## config.mk

```make
export PLATFORM = sky130hd
export DESIGN_NAME = sha1_byte_stream_hash_top
export DESIGN_NICKNAME = d
export VERILOG_FILES = /design/src/rtl/core/sha1_pkg.sv /design/src/rtl/core/sha1_front.sv /design/src/rtl/core/sha1_queue.sv /design/src/rtl/core/sha1_back.sv /design/src/rtl/core/sha1_byte_stream_hash_top.sv
export SDC_FILE = /design/constraint.sdc
export NUM_CORES = 2
export LEC_CHECK = 0
export ABC_AREA = 1
export BUFFER_PORTS_ARGS = -buffer_cell sky130_fd_sc_hd__buf_2
export CAP_MARGIN = 20
export CORE_UTILIZATION = 30
export CTS_BUF_LIST = sky130_fd_sc_hd__clkbuf_2 sky130_fd_sc_hd__clkbuf_4 sky130_fd_sc_hd__clkbuf_8
export CTS_CLUSTER_SIZE = 30
export DETAILED_ROUTE_END_ITERATION = 10
export PLACE_DENSITY = 0.41
export SETUP_SLACK_MARGIN = 0.3
export SLEW_MARGIN = 20
export SYNTH_ARGS = -nofsm -noshare
export SYNTH_HDL_FRONTEND = slang
export SYNTH_HIERARCHICAL = 1
export SYNTH_SLANG_ARGS = --single-unit
```

## constraint.sdc

```tcl
create_clock -name clk -period 69.6 [get_ports clk]
set_clock_uncertainty 0.05 [all_clocks]
set_input_delay 6.96 -clock clk [delete_from_list [all_inputs] [get_ports clk]]
set_output_delay 6.96 -clock clk [all_outputs]
set_load 0.01 [all_outputs]
```

## src/rtl/core/sha1_pkg.sv

```systemverilog
// ----------------------------------------------------------------------------
// sha1_pkg: shared types and constants of the SHA-1 byte stream hash
// Block entry type, queue status type, initial chaining words, round constants.
// ----------------------------------------------------------------------------
`default_nettype none

package sha1_pkg;

  typedef struct packed {
    logic [511:0] data;
    logic         last;
  } blk_t;

  typedef struct packed {
    logic full;
    logic empty;
  } q_stat_t;

  localparam logic [31:0] SHA1_IV [5] = '{
    32'h67452301, 32'hEFCDAB89, 32'h98BADCFE, 32'h10325476, 32'hC3D2E1F0
  };

  localparam logic [31:0] SHA1_K0 = 32'h5A827999;
  localparam logic [31:0] SHA1_K1 = 32'h6ED9EBA1;
  localparam logic [31:0] SHA1_K2 = 32'h8F1BBCDC;
  localparam logic [31:0] SHA1_K3 = 32'hCA62C1D6;

  localparam logic [7:0] PAD_BYTE = 8'h80;

endpackage

`default_nettype wire

```

## src/rtl/core/sha1_front.sv

```systemverilog
// ----------------------------------------------------------------------------
// sha1_front: byte packer and padder
// Packs bytes big-endian into a 64-byte block, counts the bit length and
// hands full or padded blocks to the block queue.
// ----------------------------------------------------------------------------
`default_nettype none

module sha1_front (
  input  logic              clk,
  input  logic              rst,
  input  logic [7:0]        msg_byte,
  input  logic              byte_valid,
  input  logic              end_of_message,
  input  logic              push,
  output logic              full,
  output logic              q_push,
  output sha1_pkg::blk_t    q_data,
  input  sha1_pkg::q_stat_t q_stat
);
  import sha1_pkg::*;

  logic [511:0] buf_data;
  logic [5:0]   pos;
  logic [63:0]  len;
  logic         pend_valid;
  logic         pend_pad;
  logic [63:0]  pend_len;

  logic         accept;
  logic [511:0] blk_in;
  logic [511:0] pad;
  logic [511:0] pad_len;
  logic [511:0] pend_blk;
  logic [5:0]   pos_a;
  logic [63:0]  len_a;
  logic         blk_full;

  assign full   = pend_valid || q_stat.full;
  assign accept = push && !full;

  always_comb begin
    blk_in = buf_data;
    for (int p = 0; p < 64; p++) begin
      if (byte_valid && pos == 6'(p)) begin
        blk_in[511 - 8*p -: 8] = msg_byte;
      end
    end
  end

  assign pos_a    = byte_valid ? pos + 6'd1 : pos;
  assign len_a    = byte_valid ? len + 64'd8 : len;
  assign blk_full = byte_valid && (pos == 6'd63);

  always_comb begin
    pad = blk_in;
    for (int p = 0; p < 64; p++) begin
      if (6'(p) == pos_a) begin
        pad[511 - 8*p -: 8] = PAD_BYTE;
      end else if (6'(p) > pos_a) begin
        pad[511 - 8*p -: 8] = 8'h00;
      end
    end
  end

  assign pad_len  = {pad[511:64], len_a};
  assign pend_blk = {(pend_pad ? PAD_BYTE : 8'h00), 440'd0, pend_len};

  always_comb begin
    q_push      = 1'b0;
    q_data.data = blk_in;
    q_data.last = 1'b0;
    if (pend_valid) begin
      q_push      = !q_stat.full;
      q_data.data = pend_blk;
      q_data.last = 1'b1;
    end else if (accept) begin
      if (end_of_message) begin
        q_push = 1'b1;
        if (blk_full) begin
          q_data.data = blk_in;
        end else if (pos_a > 6'd55) begin
          q_data.data = pad;
        end else begin
          q_data.data = pad_len;
          q_data.last = 1'b1;
        end
      end else if (blk_full) begin
        q_push = 1'b1;
      end
    end
  end

  always_ff @(posedge clk) begin
    if (rst) begin
      pos        <= 6'd0;
      len        <= 64'd0;
      pend_valid <= 1'b0;
    end else begin
      if (pend_valid && !q_stat.full) begin
        pend_valid <= 1'b0;
      end
      if (accept) begin
        if (end_of_message) begin
          pos        <= 6'd0;
          len        <= 64'd0;
          pend_valid <= blk_full || (pos_a > 6'd55);
        end else begin
          pos <= pos_a;
          len <= len_a;
        end
      end
    end
  end

  always_ff @(posedge clk) begin
    if (accept) begin
      buf_data <= blk_in;
      pend_pad <= blk_full;
      pend_len <= len_a;
    end
  end

endmodule

`default_nettype wire

```

## src/rtl/core/sha1_queue.sv

```systemverilog
// ----------------------------------------------------------------------------
// sha1_queue: block queue
// Short first-in first-out store of 512-bit blocks between packer and engine.
// ----------------------------------------------------------------------------
`default_nettype none

module sha1_queue #(
  parameter int DEPTH = 2
) (
  input  logic              clk,
  input  logic              rst,
  input  logic              push,
  input  sha1_pkg::blk_t    wdata,
  input  logic              pop,
  output sha1_pkg::blk_t    rdata,
  output sha1_pkg::q_stat_t stat
);
  import sha1_pkg::*;

  localparam int AW = (DEPTH > 1) ? $clog2(DEPTH) : 1;
  localparam int CW = $clog2(DEPTH + 1);

  blk_t          entries [DEPTH];
  logic [AW-1:0] wr_ptr;
  logic [AW-1:0] rd_ptr;
  logic [CW-1:0] count;

  assign rdata      = entries[rd_ptr];
  assign stat.full  = (count == CW'(DEPTH));
  assign stat.empty = (count == '0);

  always_ff @(posedge clk) begin
    if (rst) begin
      wr_ptr <= '0;
      rd_ptr <= '0;
      count  <= '0;
    end else begin
      if (push) begin
        wr_ptr <= (wr_ptr == AW'(DEPTH - 1)) ? '0 : wr_ptr + 1'b1;
      end
      if (pop) begin
        rd_ptr <= (rd_ptr == AW'(DEPTH - 1)) ? '0 : rd_ptr + 1'b1;
      end
      case ({push, pop})
        2'b10:   count <= count + 1'b1;
        2'b01:   count <= count - 1'b1;
        default: count <= count;
      endcase
    end
  end

  always_ff @(posedge clk) begin
    if (push) begin
      entries[wr_ptr] <= wdata;
    end
  end

endmodule

`default_nettype wire

```

## src/rtl/core/sha1_back.sv

```systemverilog
// ----------------------------------------------------------------------------
// sha1_back: compression engine and digest register
// Runs one SHA-1 round per cycle over a 16-word schedule window, folds the
// result into the chaining words and holds the digest until it is taken.
// ----------------------------------------------------------------------------
`default_nettype none

module sha1_back (
  input  logic              clk,
  input  logic              rst,
  input  sha1_pkg::blk_t    head,
  input  sha1_pkg::q_stat_t q_stat,
  output logic              q_pop,
  input  logic              pop,
  output logic              empty,
  output logic [31:0]       hash_word0,
  output logic [31:0]       hash_word1,
  output logic [31:0]       hash_word2,
  output logic [31:0]       hash_word3,
  output logic [31:0]       hash_word4
);
  import sha1_pkg::*;

  typedef enum logic [2:0] {
    ST_IDLE  = 3'b001,
    ST_ROUND = 3'b010,
    ST_FIN   = 3'b100
  } state_t;

  state_t      state;
  state_t      state_next;
  logic [6:0]  rnd;
  logic [31:0] win [16];
  logic [31:0] a, b, c, d, e;
  logic [31:0] h [5];
  logic [31:0] hout [5];
  logic        last_r;
  logic        out_valid;

  logic [31:0] wt;
  logic [31:0] wx;
  logic [31:0] wnew;
  logic [31:0] f;
  logic [31:0] k;
  logic [31:0] tmp;
  logic [31:0] hsum [5];
  logic        start;

  assign start = (state == ST_IDLE) && !q_stat.empty && (!head.last || !out_valid);
  assign q_pop = start;
  assign empty = !out_valid;

  assign hash_word0 = hout[0];
  assign hash_word1 = hout[1];
  assign hash_word2 = hout[2];
  assign hash_word3 = hout[3];
  assign hash_word4 = hout[4];

  assign wt   = win[0];
  assign wx   = win[13] ^ win[8] ^ win[2] ^ win[0];
  assign wnew = {wx[30:0], wx[31]};

  always_comb begin
    if (rnd inside {[7'd0:7'd19]}) begin
      f = (b & c) | (~b & d);
      k = SHA1_K0;
    end else if (rnd inside {[7'd20:7'd39]}) begin
      f = b ^ c ^ d;
      k = SHA1_K1;
    end else if (rnd inside {[7'd40:7'd59]}) begin
      f = (b & c) | (b & d) | (c & d);
      k = SHA1_K2;
    end else begin
      f = b ^ c ^ d;
      k = SHA1_K3;
    end
  end

  assign tmp = {a[26:0], a[31:27]} + f + e + wt + k;

  assign hsum[0] = h[0] + a;
  assign hsum[1] = h[1] + b;
  assign hsum[2] = h[2] + c;
  assign hsum[3] = h[3] + d;
  assign hsum[4] = h[4] + e;

  always_comb begin
    state_next = state;
    case (state)
      ST_IDLE:  if (start) state_next = ST_ROUND;
      ST_ROUND: if (rnd == 7'd79) state_next = ST_FIN;
      ST_FIN:   state_next = ST_IDLE;
      default:  state_next = ST_IDLE;
    endcase
  end

  always_ff @(posedge clk) begin
    if (rst) begin
      state     <= ST_IDLE;
      rnd       <= 7'd0;
      out_valid <= 1'b0;
      for (int i = 0; i < 5; i++) begin
        h[i] <= SHA1_IV[i];
      end
    end else begin
      state <= state_next;
      if (start) begin
        rnd <= 7'd0;
      end else if (state == ST_ROUND) begin
        rnd <= rnd + 7'd1;
      end
      if (pop && out_valid) begin
        out_valid <= 1'b0;
      end
      if (state == ST_FIN) begin
        for (int i = 0; i < 5; i++) begin
          h[i] <= last_r ? SHA1_IV[i] : hsum[i];
        end
        if (last_r) begin
          out_valid <= 1'b1;
        end
      end
    end
  end

  always_ff @(posedge clk) begin
    if (start) begin
      for (int i = 0; i < 16; i++) begin
        win[i] <= head.data[511 - 32*i -: 32];
      end
      a      <= h[0];
      b      <= h[1];
      c      <= h[2];
      d      <= h[3];
      e      <= h[4];
      last_r <= head.last;
    end else if (state == ST_ROUND) begin
      for (int i = 0; i < 15; i++) begin
        win[i] <= win[i + 1];
      end
      win[15] <= wnew;
      a <= tmp;
      b <= a;
      c <= {b[1:0], b[31:2]};
      d <= c;
      e <= d;
    end
    if (state == ST_FIN && last_r) begin
      for (int i = 0; i < 5; i++) begin
        hout[i] <= hsum[i];
      end
    end
  end

endmodule

`default_nettype wire

```

## src/rtl/core/sha1_byte_stream_hash_top.sv

```systemverilog
// ----------------------------------------------------------------------------
// sha1_byte_stream_hash_top: SHA-1 hash over a stream of message bytes
// One byte per cycle is taken while the block queue has room and no pending
// end block waits. The round engine works each 64-byte block through load,
// 80 rounds and fold before it pops the next one, while the packer goes on
// filling the queue. The digest is registered at the fold of the final block.
// Synchronous reset clears pointers, counters and flags and loads the IV.
// ----------------------------------------------------------------------------
`default_nettype none

module sha1_byte_stream_hash_top #(
  parameter int QUEUE_DEPTH = 2
) (
  input  logic        clk,
  input  logic        rst,
  input  logic        push,
  output logic        full,
  input  logic [7:0]  msg_byte,
  input  logic        byte_valid,
  input  logic        end_of_message,
  output logic        empty,
  input  logic        pop,
  output logic [31:0] hash_word0,
  output logic [31:0] hash_word1,
  output logic [31:0] hash_word2,
  output logic [31:0] hash_word3,
  output logic [31:0] hash_word4
);
  import sha1_pkg::*;

  logic    q_push;
  logic    q_pop;
  blk_t    q_wdata;
  blk_t    q_rdata;
  q_stat_t q_stat;

  sha1_front u_front (
    .clk            (clk),
    .rst            (rst),
    .msg_byte       (msg_byte),
    .byte_valid     (byte_valid),
    .end_of_message (end_of_message),
    .push           (push),
    .full           (full),
    .q_push         (q_push),
    .q_data         (q_wdata),
    .q_stat         (q_stat)
  );

  sha1_queue #(
    .DEPTH (QUEUE_DEPTH)
  ) u_queue (
    .clk   (clk),
    .rst   (rst),
    .push  (q_push),
    .wdata (q_wdata),
    .pop   (q_pop),
    .rdata (q_rdata),
    .stat  (q_stat)
  );

  sha1_back u_back (
    .clk        (clk),
    .rst        (rst),
    .head       (q_rdata),
    .q_stat     (q_stat),
    .q_pop      (q_pop),
    .pop        (pop),
    .empty      (empty),
    .hash_word0 (hash_word0),
    .hash_word1 (hash_word1),
    .hash_word2 (hash_word2),
    .hash_word3 (hash_word3),
    .hash_word4 (hash_word4)
  );

  a_no_push_full : assert property (@(posedge clk) disable iff (rst)
    !(q_push && q_stat.full))
    else $error("block pushed into full queue");

  a_no_pop_empty : assert property (@(posedge clk) disable iff (rst)
    q_pop |-> !q_stat.empty)
    else $error("block popped from empty queue");

  a_reset_idle : assert property (@(posedge clk)
    rst |=> (empty && !full))
    else $error("block not idle after reset");

endmodule

`default_nettype wire
```

Word-level counts from Yosys, hierarchy flattened
Memory sizes are Yosys's and may differ from the RTL's. A register that Yosys moved wholly into a read port is not among the register bits.
Cells that the tools add are included.
{"block": "classes", "add_sub_neg": 16, "multipliers": 0, "div": 0, "order_cmp": 71, "n_eq_ne": 135, "shifts": 0, "mux": 278, "bitwise": 34, "reduce_logical": 88}
{"op": "$mux W8", "count": 193}
{"op": "$mux W513", "count": 3}
{"op": "$mux W32", "count": 41}
{"op": "$mux W512", "count": 1}
{"op": "$add A32 B32 Y32", "count": 9}
{"op": "$eq A6 B6 Y1 const A", "count": 32}
{"op": "$eq A6 B6 Y1 const B", "count": 32}
{"op": "$gt A6 B6 Y1 const A", "count": 32}
{"op": "$mux W64", "count": 3}
{"op": "$xor A32 B32 Y32", "count": 5}
{"op": "$and A32 B32 Y32", "count": 4}
{"op": "$eq A5 B6 Y1 const A", "count": 16}
{"op": "$eq A6 B5 Y1 const B", "count": 16}
{"op": "$gt A5 B6 Y1 const A", "count": 16}
{"op": "$or A32 B32 Y32", "count": 3}
{"op": "$logic_and A1 B1 Y1", "count": 73}
{"op": "$add A64 B4 Y64 const B", "count": 1}
{"op": "$eq A4 B6 Y1 const A", "count": 8}
{"op": "$eq A6 B4 Y1 const B", "count": 8}
{"op": "$gt A4 B6 Y1 const A", "count": 8}
{"op": "$not A32 Y32", "count": 1}
{"op": "$mux W31", "count": 1}
{"op": "$mux W1", "count": 30}
{"op": "$eq A3 B6 Y1 const A", "count": 4}
{"op": "39 further kinds", "count": 82}
{"block": "totals", "register_bits": 824, "latch_bits": 0, "ram_bits": 1858, "romBits": 0, "inputBits": 14, "output_inout_bits": 162, "wordCells": 644, "memories": 4}
{"memory": "u_queue.entries", "depth": 2, "word_bits": 513, "read_ports": 1, "rd_ports_with_merged_regs": 1, "wr": 1, "line": "sha1_queue.sv:23", "source": "blk_t entries [DEPTH];"}
{"memory": "u_back.win", "depth": 16, "word_bits": 32, "read_ports": 16, "rd_ports_with_merged_regs": 0, "wr": 16, "line": "sha1_back.sv:33", "source": "logic [31:0] win [16];"}
{"memory": "u_back.h", "depth": 5, "word_bits": 32, "read_ports": 5, "rd_ports_with_merged_regs": 0, "wr": 5, "line": "sha1_back.sv:35", "source": "logic [31:0] h [5];"}
{"memory": "u_back.hout", "depth": 5, "word_bits": 32, "read_ports": 5, "rd_ports_with_merged_regs": 0, "wr": 5, "line": "sha1_back.sv:36", "source": "logic [31:0] hout [5];"}

Logic depth before layout (Yosys ltp)
{"block": "depth", "depth_word": 12, "ltp_mapped": 30, "mapped_depth_nobuf": 29}

Modules after synthesis
The synthesis kept the hierarchy.
{"module": "sha1_back", "n_inst": 1, "cells_per_inst": 6168, "area_per_inst_um2": 56439.1, "seq_area_each_um2": 30038.8}
{"module": "sha1_queue", "n_inst": 1, "cells_per_inst": 1629, "area_per_inst_um2": 37428.4, "seq_area_each_um2": 30909.6}
{"module": "sha1_front", "n_inst": 1, "cells_per_inst": 4463, "area_per_inst_um2": 34948.5, "seq_area_each_um2": 18597.8}

Worst setup path before layout
No wires, ideal clock.
{"block": "synth_timing", "path_type": "in2reg", "from": "in push", "to": "mem u_queue/entries[0][0] (netlist bit) (enable)", "setup_ns": 1.402, "t_arrival_ns": 35.881, "t_required_ns": 68.148, "path_slack_ns": 32.268, "stages": 6, "path_buffers": 0, "path_cell_list": "nand3_2 > inv_2 > nand2_2 > o221ai_1 > inv_1 > nor2_1"}
{"block": "synth_between", "elab_chain_len": 5}
{"item": "start, declared", "line": "sha1_byte_stream_hash_top.sv:16", "source": "input logic push,"}
{"item": "$logic_and A1 B1 Y1", "line": "sha1_front.sv:39", "source": "assign accept = push && !full;"}
{"item": "via u_front.accept", "line": "sha1_front.sv:29", "source": "logic accept;"}
{"item": "$mux W1", "line": "sha1_front.sv:76", "source": "end else if (accept) begin"}
{"item": "$mux W1", "line": "sha1_front.sv:72", "source": "if (pend_valid) begin"}
{"item": "via q_push", "line": "sha1_byte_stream_hash_top.sv:31", "source": "logic q_push;"}
{"item": "$mux W1", "line": "sha1_queue.sv:53", "source": "if (push) begin"}
{"item": "$mux W1 (not written as such)", "line": "sha1_queue.sv:54", "source": "entries[wr_ptr] <= wdata;"}
{"item": "end, declared", "line": "sha1_queue.sv:23"}
The timed path passes the listed nets, and every way through them passes these cells.

Worst setup path in the final report
{"block": "layout_timing", "from": "in byte_valid", "to": "mem u_queue/entries[0][436] (netlist bit) (enable)"}
{"block": "layout_between", "elab_chain_len": 7}
{"item": "start, declared", "line": "sha1_byte_stream_hash_top.sv:19", "source": "input logic byte_valid,"}
{"item": "$logic_and A1 B1 Y1", "line": "sha1_front.sv:52", "source": "assign blk_full = byte_valid && (pos == 6'd63);"}
{"item": "$mux W1", "line": "sha1_front.sv:87", "source": "end else if (blk_full) begin"}
{"item": "$mux W1", "line": "sha1_front.sv:77", "source": "if (end_of_message) begin"}
{"item": "$mux W1", "line": "sha1_front.sv:76"}
{"item": "$mux W1", "line": "sha1_front.sv:72"}
{"item": "via q_push", "line": "sha1_byte_stream_hash_top.sv:31"}
{"item": "$mux W1", "line": "sha1_queue.sv:53"}
{"item": "$mux W1 (not written as such)", "line": "sha1_queue.sv:54"}
The timed path passes the listed nets, and every way through them passes these cells.

==> run metrics <==
CTS Buffer Depth=4; Final #Nets=~13,000; leading area contributor after synthesis=edfxtp_1; synthesized cell area=0.129 mm²; port bufs=175; global placer's final weighted congestion=between 0.9 and 1; post-route ant nets=0; row count=240; Avg Inst Size Synth=10.5 µm²; final setup vio count=0; capture point of the worst reg-to-reg path=u_back/win[0][196]; Sink Count=2,677; Die ar.=0.432 mm²; synth cell count leaders=nand2_1 (3,396), edfxtp_1 (2,593), inv_1 (1,597), nor2_1 (968), o21ai_0 (717); final core occ=0.340; first-pass GRT wire length=between 600,000 and 700,000 µm; drt pass-1 iters=6; crit path time final=11.17 ns; layout cells sized above 1=0.135; largest net degree at the start of global routing=161; Synth area leaders=edfxtp_1 (60%), nand2_1 (9.9%), inv_1 (4.7%); Final WS setup=58.43 ns; Die Wd=657 µm; register bit count reported by yosys=2,677; core area=0.427 mm²; total of max-cap violations=0; WL/cell=23.8 µm; area grow syn2layout=12.8%; hold_buf cts=0; via density per instance=around 4.7; Top Ports=176; routed wire length=445,000 µm; fin crit share=0.160; leakage power=57.6 nW; status=finished clean; TritonCTS buffer count=between 400 and 500; worst hold path class=reg2reg; Worst Tran Pin Value=1.21 ns; placed wire-length estimate=310,000 µm; total global routing overflow=0; hold path cells=2; post-CTS setup buffer count=0; placed inst area=0.136 mm²; Initial Util=0.301; hold path start=u_back/win[1][223]; Setup WS pre-CTS=57.40 ns; VDD IR max=0.0723 mV; Cells after Synth=~12,000; Async SR Flop Fraction=0; TNS Setup=0 ns; worst reg2reg setup slack=62.63 ns; Fmax achieved=89.6 MHz; PwrDens=53.2 mW/mm²; Finished Cell Area=0.145 mm²; drt drc=0; crit path launch type=input pin; total global-route track usage=0.201; WP data required=between 70 and 80 ns; Worst slew margin=0.193; most frequent cell after synthesis=nand2_1; WS Path Type=in2reg; vias in the first global route=88,800; Filler Cells Inserted=43,600; Synth Net Count=around 13,000; via count=87,300; Max Slew Vio Count=0; RSZ-0062 raised after global routing=false; CTS Root Cell=clkbuf_8; Final Hold Vio Count=0; worst path arrival time=between 10 and 15 ns; H-tree Lvls=5; warnings from Yosys=6; initial antenna violation count=31; share of the synthesized area in the top cell type=0.604; post_cts resized=0; Initial DRC Count=between 6,000 and 7,000; Top FF cell, synth=edfxtp_1; number of flops mapped to enable cells by yosys=2,593; Worst-path clk slew=0.06 ns; sequential-to-total area share from yosys stat=0.618; Hold Path End=u_back/win[1][191]; CTS tree=done; Die Span Y=about 660 µm; Clk Latency, worst-skew pair=1.20 ns; CP Max Fanout=between 100 and 150; Crit. End Element=flop; Unique masters post-synth=68; Worst R2R Path Depth=8; overall power=7.73 mW
[critical path, stage by stage]
cell and delay (ns):
buf_2 0.08, buf_4 0.26, nand3_2 0.30, nor2_2 0.52, inv_1 0.39, o221ai_1 0.38, inv_1 0.15, nor2_4 0.76
buf_12 0.61, buf_4 0.89
[flip-flops by register name, summed over array words and instances, names as in the netlist, 61 cells and up, named ones only]
name	flops
u_front/pend_len	61
u_back/hout	160
u_back/win	512
u_queue/entries	1026
u_front/len	61
u_back/h	160
u_front/buf_data	512
[how the worst max path moves through the flow]
| stage | depth (start not counted) | end | slack (ns) | startpoint |
|---|---|---|---|---|
| floorplan | 6 | u_queue/entries[0][0] | 32.27 | push |
| global placement | 10 | u_queue/entries[0][437] | 57.51 | byte_valid |
| detailed placement | 10 | u_queue/entries[0][437] | 57.40 | byte_valid |
| CTS | 10 | u_queue/entries[0][436] | 58.65 | byte_valid |
| global route | 10 | u_queue/entries[0][276] | 58.23 | byte_valid |
| finish | 10 | u_queue/entries[0][436] | 58.43 | byte_valid |
[through the flow]
step	std cells	hold slack, ns
6_report	18700	0.436
5_1_grt	18700	0.464
4_1_cts	18700	0.423
3_5_place_dp	17800	0.429
3_3_place_gp	17800	0.422
2_1_floorplan	12300	0.408
[metal layers]
metal	up-vias	global-route usage	part of all wire	wire, µm
li1	41600	-	-	-
met1	43000	0.245	0.41	184000
met2	1986	0.360	0.50	224000
met3	707	0.0247	0.038	17000
met4	8	0.0817	0.044	19800
met5	-	0	0.00013	56
[cell type report]
class	count	area (µm²)	area share
inverter	1630	6160	0.0424
multi-input combinational	7537	41000	0.282
clock buffer	652	7970	0.0549
clock inverter	228	1530	0.0105
tap	5687	7120	0.0490
sequential	2677	79600	0.547
timing repair buffer	298	1910	0.0132
antenna	12	30.0	0.000207
[power by group]
part / leakage (nW) / switching, mW / internal [mW]
Sequential: 24.2 / 0.236 / 2.38
Combinational: 28.4 / 2.54 / 1.08
Clock: 5.03 / 0.703 / 0.790
[kinds of logic after synthesis]
| logic type | count (synthesis) | synth area share |
|---|---|---|
| AND/OR/NAND/NOR | 5024 | 0.156 |
| flip-flops | 2677 | 0.618 |
| adder cells (fa/ha/maj) | 326 | 0.0389 |
| XOR/XNOR | 246 | 0.0170 |
| multiplexers | 513 | 0.0448 |
| buffers and inverters | 2046 | 0.0647 |
| AO/OA/AOI/OAI | 1428 | 0.0608 |
[placed cells by master, fill, tap and decap left out, types with 26 or more instances in the layout]
master    Yosys  routed
nand2_1    3396    3393
edfxtp_1   2593    2593
inv_1      1597    1594
nor2_1      968     962
o21ai_0     717     717
mux2_2      513     513
clkbuf_8      0     492
a21oi_1     455     455
nand3_1     345     345
ha_1        201     201
buf_2       101     167
clkbuf_4      0     160
xnor2_1     143     142
fa_1        125     125
clkinv_1      6     124
buf_4        23     122
xor2_1      101     101
nor3_1       89      85
dfxtp_1      84      82
clkinv_2      1      64
nand4_1      59      59
a31oi_1      36      36
o21a_1       35      35
a21o_1       32      32
o21ai_1      33      32
or2_1        31      31
nand2_2      29      29
inv_2        23      26
(Power assumes the default switching activity.)
